===== src/design/mpp_pkg.sv =====
// Shared constants, register indexes and pipeline tag type for the max-pool pyramid.
package mpp_pkg;

  localparam int MAX_COLS_DEF    = 1024;
  localparam int MAX_LEVELS_DEF  = 5;
  localparam int MAX_FACTOR_DEF  = 16;
  localparam int HEIGHT_BITS_DEF = 32;

  localparam int ROW_W        = 16;
  localparam int COLS_REG_W   = 11;
  localparam int LEVELS_W     = 3;
  localparam int FACTOR_W     = 5;
  localparam int LEVEL_W      = 3;
  localparam int CELL_COL_W   = 10;
  localparam int NUM_FACTORS  = 4;
  localparam int CFG_IDX_W    = 3;
  localparam int CFG_DATA_W   = 16;

  localparam logic [CFG_IDX_W-1:0] REG_GRID_ROWS    = 3'd0;
  localparam logic [CFG_IDX_W-1:0] REG_GRID_COLS    = 3'd1;
  localparam logic [CFG_IDX_W-1:0] REG_NUM_LEVELS   = 3'd2;
  localparam logic [CFG_IDX_W-1:0] REG_FACTOR_ONE   = 3'd3;
  localparam logic [CFG_IDX_W-1:0] REG_FACTOR_TWO   = 3'd4;
  localparam logic [CFG_IDX_W-1:0] REG_FACTOR_THREE = 3'd5;
  localparam logic [CFG_IDX_W-1:0] REG_FACTOR_FOUR  = 3'd6;

  typedef struct packed {
    logic have;
    logic frame_end;
  } tag_t;

endpackage


===== src/design/mpp_cfg.sv =====
// Configuration registers, clamping and per-level dimension sequencer (shared divider).
module mpp_cfg #(
  parameter int MAX_COLS   = mpp_pkg::MAX_COLS_DEF,
  parameter int MAX_LEVELS = mpp_pkg::MAX_LEVELS_DEF,
  parameter int MAX_FACTOR = mpp_pkg::MAX_FACTOR_DEF,
  localparam int LC_W      = $clog2(MAX_COLS + 1),
  localparam int LVL_W     = $clog2(MAX_LEVELS)
) (
  input  logic                              clk,
  input  logic                              rst_n,
  input  logic                              cfg_wen_i,
  input  logic [mpp_pkg::CFG_IDX_W-1:0]     cfg_idx_i,
  input  logic [mpp_pkg::CFG_DATA_W-1:0]    cfg_wdata_i,
  output logic                              busy_o,
  output logic [mpp_pkg::LEVELS_W-1:0]      nl_o,
  output logic [mpp_pkg::FACTOR_W-1:0]      fk_o [MAX_LEVELS],
  output logic [LC_W-1:0]                   w_o [MAX_LEVELS],
  output logic [mpp_pkg::ROW_W-1:0]         h_o [MAX_LEVELS]
);

  localparam int FW    = mpp_pkg::FACTOR_W;
  localparam int RW    = mpp_pkg::ROW_W;
  localparam int STEP_W = $clog2(RW);

  typedef enum logic [2:0] {
    ST_IDLE = 3'b001,
    ST_LOAD = 3'b010,
    ST_DIV  = 3'b100
  } seq_state_t;

  logic [RW-1:0]                     rows_r;
  logic [mpp_pkg::COLS_REG_W-1:0]    cols_r;
  logic [mpp_pkg::LEVELS_W-1:0]      levels_r;
  logic [FW-1:0]                     factor_r [mpp_pkg::NUM_FACTORS];

  seq_state_t        state_r, state_nxt;
  logic [LVL_W-1:0]  lvl_r, lvl_nxt, lvl_up;
  logic [STEP_W-1:0] step_r;
  logic              last_step;

  logic [RW-1:0]     qw_r, qh_r, qw_nxt, qh_nxt;
  logic [FW-1:0]     rw_r, rh_r, rw_nxt, rh_nxt, dv_r;
  logic [FW:0]       tw, th;
  logic              gw, gh;

  logic [LC_W-1:0]   wq_r [MAX_LEVELS];
  logic [RW-1:0]     hq_r [MAX_LEVELS];
  logic [LC_W-1:0]   cols_eff;
  logic [RW-1:0]     rows_eff;

  always_ff @(posedge clk) begin
    if (!rst_n) begin
      rows_r   <= RW'(1);
      cols_r   <= mpp_pkg::COLS_REG_W'(1);
      levels_r <= mpp_pkg::LEVELS_W'(1);
      for (int i = 0; i < mpp_pkg::NUM_FACTORS; i++) begin
        factor_r[i] <= FW'(2);
      end
    end else if (cfg_wen_i) begin
      case (cfg_idx_i)
        mpp_pkg::REG_GRID_ROWS:    rows_r      <= cfg_wdata_i[RW-1:0];
        mpp_pkg::REG_GRID_COLS:    cols_r      <= cfg_wdata_i[mpp_pkg::COLS_REG_W-1:0];
        mpp_pkg::REG_NUM_LEVELS:   levels_r    <= cfg_wdata_i[mpp_pkg::LEVELS_W-1:0];
        mpp_pkg::REG_FACTOR_ONE:   factor_r[0] <= cfg_wdata_i[FW-1:0];
        mpp_pkg::REG_FACTOR_TWO:   factor_r[1] <= cfg_wdata_i[FW-1:0];
        mpp_pkg::REG_FACTOR_THREE: factor_r[2] <= cfg_wdata_i[FW-1:0];
        mpp_pkg::REG_FACTOR_FOUR:  factor_r[3] <= cfg_wdata_i[FW-1:0];
        default: ;
      endcase
    end
  end

  always_comb begin
    rows_eff = (rows_r == '0) ? RW'(1) : rows_r;
    if (cols_r == '0) begin
      cols_eff = LC_W'(1);
    end else if (32'(cols_r) > MAX_COLS) begin
      cols_eff = LC_W'(MAX_COLS);
    end else begin
      cols_eff = LC_W'(cols_r);
    end
    if (levels_r == '0) begin
      nl_o = mpp_pkg::LEVELS_W'(1);
    end else if (32'(levels_r) > MAX_LEVELS) begin
      nl_o = mpp_pkg::LEVELS_W'(MAX_LEVELS);
    end else begin
      nl_o = levels_r;
    end
    fk_o[0] = FW'(1);
    for (int k = 1; k < MAX_LEVELS; k++) begin
      if (factor_r[k-1] == '0) begin
        fk_o[k] = FW'(1);
      end else if (32'(factor_r[k-1]) > MAX_FACTOR) begin
        fk_o[k] = FW'(MAX_FACTOR);
      end else begin
        fk_o[k] = factor_r[k-1];
      end
    end
  end

  assign lvl_up    = lvl_r + LVL_W'(1);
  assign last_step = (step_r == STEP_W'(RW - 1));

  always_comb begin
    tw     = {rw_r, qw_r[RW-1]};
    th     = {rh_r, qh_r[RW-1]};
    gw     = tw >= {1'b0, dv_r};
    gh     = th >= {1'b0, dv_r};
    qw_nxt = {qw_r[RW-2:0], gw};
    qh_nxt = {qh_r[RW-2:0], gh};
    rw_nxt = gw ? FW'(tw - {1'b0, dv_r}) : FW'(tw);
    rh_nxt = gh ? FW'(th - {1'b0, dv_r}) : FW'(th);
  end

  always_comb begin
    state_nxt = state_r;
    lvl_nxt   = lvl_r;
    case (state_r)
      ST_IDLE: ;
      ST_LOAD: state_nxt = ST_DIV;
      ST_DIV: begin
        if (last_step) begin
          if (lvl_r == LVL_W'(MAX_LEVELS - 2)) begin
            state_nxt = ST_IDLE;
          end else begin
            state_nxt = ST_LOAD;
            lvl_nxt   = lvl_up;
          end
        end
      end
      default: begin
        state_nxt = ST_LOAD;
        lvl_nxt   = '0;
      end
    endcase
    if (cfg_wen_i) begin
      state_nxt = ST_LOAD;
      lvl_nxt   = '0;
    end
  end

  always_ff @(posedge clk) begin
    if (!rst_n) begin
      state_r <= ST_LOAD;
      lvl_r   <= '0;
      step_r  <= '0;
    end else begin
      state_r <= state_nxt;
      lvl_r   <= lvl_nxt;
      step_r  <= (state_r == ST_DIV) ? step_r + STEP_W'(1) : '0;
    end
  end

  always_ff @(posedge clk) begin
    case (state_r)
      ST_LOAD: begin
        qw_r <= (lvl_r == '0) ? RW'(cols_eff) : RW'(wq_r[lvl_r]);
        qh_r <= (lvl_r == '0) ? rows_eff : hq_r[lvl_r];
        rw_r <= '0;
        rh_r <= '0;
        dv_r <= fk_o[lvl_up];
        if (lvl_r == '0) begin
          wq_r[0] <= cols_eff;
          hq_r[0] <= rows_eff;
        end
      end
      ST_DIV: begin
        qw_r <= qw_nxt;
        qh_r <= qh_nxt;
        rw_r <= rw_nxt;
        rh_r <= rh_nxt;
        if (last_step) begin
          wq_r[lvl_up] <= qw_nxt[LC_W-1:0];
          hq_r[lvl_up] <= qh_nxt;
        end
      end
      default: ;
    endcase
  end

  assign busy_o = (state_r != ST_IDLE);
  assign w_o    = wq_r;
  assign h_o    = hq_r;

endmodule


===== config.mk =====
export PLATFORM = sky130hd
export DESIGN_NAME = mpp_cfg
export DESIGN_NICKNAME = d
export VERILOG_FILES = /design/src/design/mpp_pkg.sv /design/src/design/mpp_cfg.sv
export SDC_FILE = /design/constraint.sdc
export NUM_CORES = 1
export LEC_CHECK = 0
export ABC_AREA = 1
export BUFFER_PORTS_ARGS = -buffer_cell sky130_fd_sc_hd__buf_2
export CORE_MARGIN = 2
export CORE_UTILIZATION = 30
export CTS_BUF_LIST = sky130_fd_sc_hd__clkbuf_4
export CTS_CLUSTER_SIZE = 14
export DETAILED_ROUTE_END_ITERATION = 7
export SLEW_MARGIN = 10
export SYNTH_ARGS = -nofsm -noshare
export SYNTH_HDL_FRONTEND = slang
export SYNTH_SLANG_ARGS = --single-unit

===== constraint.sdc =====
create_clock -name clk -period 6.4 [get_ports clk]
set_input_delay 0.32 -clock clk [delete_from_list [all_inputs] [get_ports clk]]
set_output_delay 0.32 -clock clk [all_outputs]
set_load 0.02 [all_outputs]

==> results.cfg, run 1 <==
[clock_tree]
cts_tree = done
clk_latency_ns = 0.69
clock_sinks = 242
cts_made_buffers = 67
clk_pin_slew_ns = 0.06
cts_root_buffer = clkbuf_4
clockBufferDepth = 3
cts_resized = 0
post_cts_buffers = 0
cts_htree_levels = 3

[logic_synthesis]
yosysMostFrequentCell = nand2_1
netlist.area_leader.share_pct = 55.48
synth_edf_count = 202
syn_inst = 1134
synth-main-ff-cell = edfxtp_1
yosysWarnings = 0
synth_top_family_by_area = simple AND/OR/NAND/NOR gates
ys_types = 40
synth_common_cells = 293 x nand2_1, 202 x edfxtp_1, 200 x nor2_1
synth_fa_ha_area_share_pct = 1.968
synthArstFlopShare_pct = 0
synth_area_leaders = edfxtp_1 55%, nand2_1 10%, dfxtp_1 7.3%, nor2_1 6.9%, o21ai_0 4.6%
ys_ff_latch = 242
synth_area_sq_um = 10930
seq_area_frac_synth_pct = 62.81
synth_compound_area_share_pct = 8.354
synth-xor-area-share_pct = 0.2403
synthDominantAreaCellType = edfxtp_1
yosys.area_share.simple_pct = 21.10
synth_area_per_cell_sq_um = 9.641
synth_mux_area_share_pct = 0

[route]
dr.pass1.iters = 5
antenna_left = 0
dr_total_vias = 8963
wl_mm = 34.39
first_iter_violations = 762
drc_errors = 0
routed_via_density = 4.793
wl_per_cell_microns = 18.39

[timing]
tightestPinTransition_ns = 1.213
setup_tns_ns = 0
fin_crit_ns = 3.431
fmax_ghz = 0.2914
hold_violations = 0
rsz0062_at_grt = false
finClkSkew_ns = 0.06119
relSlewSlack_pct = 18.84
setup_viol = 0
slew_viol_final = 0
timing.final.crit_share_pct = 53.61

[place]
port_buffers = 180
placed_cells = 1734
place.gp.congestion = 0.8817
hpwl_mm = 24.33

[power]
ir_worst_vdd_mv = 0.1293
p_leak_nw = 5.631
p_total_mw = 3.748
p_per_area_nw_per_um2 = 283.7

[critical_path]
regToRegSetupSlack_ns = 2.97
worstPathArrival_ns = 3.75
r2r_end = w_o[11]
reg2reg_from = lvl_r[1]
cp.required_ns = 6.72
end_kind = flip-flop
worstSetupStartpointType = flip-flop
criticalPathCategory = reg2reg
path_max_fanout = 31
reg2reg_depth = 6

[layout]
drive_gt1_share_pct = 22.94
final_core_util_pct = 36.96
nets = 1394
syn2layout_area_growth_pct = 20.83
instances_no_fill = 1870

[min_path]
hp-class = in2reg
hold_start = cfg_idx_i[1]
hold_end = factor_r[0][1]
min_path_cells = 4

[floorplanning]
die-area_sq_um = 37990
std_cell_rows = 69
initial_utilization_pct = 30.59
pin_count = 186
design.core.area_sq_um = 35740
die_w_microns = 194.9
die_h_microns = 194.9

[global_route]
track_usage_pct = 17.61
top_usage_layer = met2
grt_pass1_vias = 8612
use_met3_pct = 4.286
antenna_found_initial = 1
grt_max_degree = 62
grt_use_met2_pct = 27.69
grt_pass1_wl_mm = 51.03
overflow = 0
grt_util_met1_pct = 24.20

[status]
status = completed

[job]
maxCapViolations = 0
repair_timing:
action,4_1_cts,5_1_grt
hold endpoints to repair,22,0
hold buffers,14,0
setup endpoints to repair,0,0
flip-flops by register name, summed over array words and instances, names as in the netlist:
name	cells
dv_r	5
w_o	55
qw_r	16
step_r	4
cols_r	11
rw_r	5
state_r	3
rh_r	5
factor_r	20
rows_r	16
h_o	80
levels_r	3
lvl_r	3
qh_r	16
how the worst max path moves through the flow:
stage               slack [ns]  cells past startpoint       to      from
finish                    2.97                      6  w_o[11]  lvl_r[1]
global route              2.79                      6  w_o[25]  lvl_r[1]
CTS                       3.00                      5  w_o[25]  lvl_r[2]
detailed placement        2.98                      5  w_o[25]  lvl_r[2]
global placement          3.10                      6  h_o[32]  lvl_r[1]
floorplan                 2.79                      7  h_o[64]  lvl_r[0]
report_power, final:
group	internal [mW]	switching [mW]	total (mW)	leakage, nW
clock	0.722	0.672	1.39	0.505
sequential	1.83	0.0876	1.92	2.28
combinational	0.138	0.299	0.438	2.84
cell type report:
type / instances / area (sq um)
clock buffers: 100 / 750.7
well taps: 461 / 576.8
clock inverters: 21 / 100.1
flip-flops and latches: 242 / 6868
fillers: 3680 / 22530
diodes: 1 / 2.502
multi-input cells: 765 / 3511
repair buffers: 203 / 1109
inverters: 77 / 292.8
worst max-delay path, cell delays in order (launching register included):
cell and delay (ns):
dfxtp_1 0.30, buf_4 0.39, inv_2 0.36, ha_1 0.52
nand2_1 0.18, nor3_2 0.92, buf_4 0.42
through the flow:
step | cell area, sq um | hold WS, ns | setup slack [ns]
2_1_floorplan | 10940 | 0.4175 | 2.787
3_3_place_gp | 12220 | 0.4273 | 3.096
3_5_place_dp | 12220 | 0.4356 | 2.983
4_1_cts | 13210 | 0.004970 | 3.001
5_1_grt | 13210 | 0.06005 | 2.786
6_report | 13210 | 0.06194 | 2.969
cells by family (layout without fill, tap and decap cells):
group           after synthesis  count (layout)
compound gates              174             174
xor+xnor                      3               3
fa+ha+maj                    16              16
simple gates                567             567
buf+inv                     130             401
other cells                   2               6
flops                       242             242
placed cells by master, fill, tap and decap left out, drive strengths merged, types with 8 or more instances in the layout:
| cell type | count |
|---|---|
| dlygate4sd3 | 14 |
| edfxtp | 202 |
| nor2 | 202 |
| inv | 77 |
| nor3 | 10 |
| o21ai | 105 |
| clkbuf | 100 |
| nand4 | 8 |
| dfxtp | 40 |
| a21oi | 53 |
| clkinv | 19 |
| buf | 189 |
| ha | 14 |
| nand2 | 294 |
| nand3 | 43 |
per-layer routing:
layer	part of all wire, %	routed length (microns)
met5	0	0
met4	1.9	640
met3	8.6	2969
met2	46	15730
met1	44	15050
No activity file was read; power rests on OpenSTA's default activity.
==> run 2: changes to the inputs <==
clock period = 3.24 ns   (was 6.4 ns; I/O delays follow)
==> results.cfg, run 2 (synthesized netlist as in run 1, its figures left out) <==
[status]
status = completed

[layout]
nets = 1418
instances_no_fill = 1887
final_area_sq_um = 13510
final_common_cell = nand2_1
largest_register_ff_count = 80
layout_common_cells = 292 x nand2_1, 202 x edfxtp_1, 200 x nor2_1
drive_gt1_share_pct = 23.44
syn2layout_area_growth_pct = 23.54

[clock_tree]
cts_root_buffer = clkbuf_4
cts_made_buffers = 66
cts_tree = done
cts_resized = 0
clockBufferDepth = 3
clock_sinks = 242
clk_latency_ns = 0.68
cts_htree_levels = 3
clk_pin_slew_ns = 0.06

[floorplanning]
design.core.area_sq_um = 35740
std_cell_rows = 69
die_h_microns = 194.9
initial_utilization_pct = 30.59
die_w_microns = 194.9
die-area_sq_um = 37990
pin_count = 186

[power]
p_leak_nw = 5.777
power.internal_mw = 5.578
p_comb_share_pct = 11.7
clkPwrFrac_pct = 38.5
ir_worst_vdd_mv = 0.2336
sw_frac_of_total_pct = 26.81
power_switching_mw = 2.043
p_per_area_nw_per_um2 = 564.3
seqPwrFrac_pct = 49.8

[critical_path]
regToRegSetupSlack_ns = 0.43
cp.required_ns = 3.57
worstSetupStartpointType = flip-flop
path_max_fanout = 27
reg2reg_from = lvl_r[0]
crit_start = lvl_r[0]
end_kind = flip-flop
worstPathArrival_ns = 3.14
criticalPathCategory = reg2reg

[place]
place.gp.congestion = 0.8250
placed_cells = 1744
hpwl_mm = 24.71
postPlaceCellArea_sq_um = 12320
port_buffers = 180

[timing]
fmax_ghz = 0.3558
timing.hold.ws_ns = 0.3261
rsz0062_at_grt = false
tightestPinTransition_ns = 1.125
slew_viol_final = 0
hold_violations = 0
timing.final.crit_share_pct = 86.74
setup_viol = 0
fin_crit_ns = 2.811
relSlewSlack_pct = 24.77
finClkSkew_ns = 0.04521

[route]
antenna_left = 0
first_iter_violations = 675
dr.pass1.iters = 5
dr_total_vias = 8996
routed_via_density = 4.767
wl_mm = 34.37
drc_errors = 0
wl_per_cell_microns = 18.22

[global_route]
overflow = 0
grt_pass1_vias = 8615
track_usage_pct = 17.87
grt_max_degree = 61
grt_pass1_wl_mm = 51.26
antenna_found_initial = 1

[min_path]
hold_start = cfg_wdata_i[15]
hp-class = in2reg

[job]
maxCapViolations = 0
## run 2: changes by cell type in the layout (fill, tap and decap cells not counted), sizes merged
cell	delta
buf	+10
clkinvlp	-2
inv	+1
clkbuf	+3
clkinv	-13
bufinv	+3
dlygate4sd3	+15
## run 2: metal layers
| metal | routed length [microns] | up-vias | track usage, % |
|---|---|---|---|
| met5 | 0 | - | 0 |
| met3 | 2924 | 57 | 4.477 |
| li1 | - | 4320 | - |
| met4 | 840 | 0 | 6.418 |
| met2 | 15870 | 409 | 28.11 |
| met1 | 14740 | 4210 | 23.91 |
## run 2: timing repair
action,4_1_cts,5_1_grt
buffers inserted,0,0
endpoints found under the hold margin,62,0
hold buffers,29,0
## run 2: metrics by stage
step | TNS, ns | power, mW | setup slack [ns] | util (%)
after floorplan | -16.52 | 4.373 | -0.3060 | -
after global placement | 0 | 4.698 | 0.5731 | 34.48
after detailed placement | 0 | 4.722 | 0.4558 | 34.48
after CTS | 0 | 7.691 | 0.4483 | 37.78
after global routing | 0 | 7.971 | 0.2315 | 37.79
final | 0 | 7.621 | 0.4295 | 37.79
## run 2: worst max-delay path: stages (launching register included)
cell     delay, ns
dfxtp_2       0.72
ha_1          0.26
ha_1          0.26
nand2_1       0.19
nor2_1        0.20
nand4_4       0.15
o21ai_2       0.28
buf_4         0.39
## run 2: cell type report
type | instances | area, sq um
fill | 3638 | 22240
sequential | 242 | 6868
multi-input combinational | 765 | 3517
timing repair buffer | 228 | 1359
clock buffer | 103 | 773.2
tap | 461 | 576.8
inverter | 77 | 292.8
clock inverter | 10 | 117.6
antenna | 1 | 2.502
## run 2: worst paths after layout
| check | depth (start not counted) | to |
|---|---|---|
| min reg2reg | 1 | step_r[0] |
| min | 4 | rows_r[15] |
| max reg2reg | 7 | w_o[51] |
| max | 7 | w_o[51] |
## run 2: power by group through the flow
| stage | Combinational [mW] | Sequential [mW] | Clock, mW |
|---|---|---|---|
| floorplan | 0.552 | 3.82 | 0 |
| global placement | 0.844 | 3.85 | 0 |
| detailed placement | 0.865 | 3.86 | 0 |
| CTS | 0.893 | 3.79 | 3.01 |
| global route | 1.00 | 3.81 | 3.15 |
| finish | 0.893 | 3.80 | 2.93 |
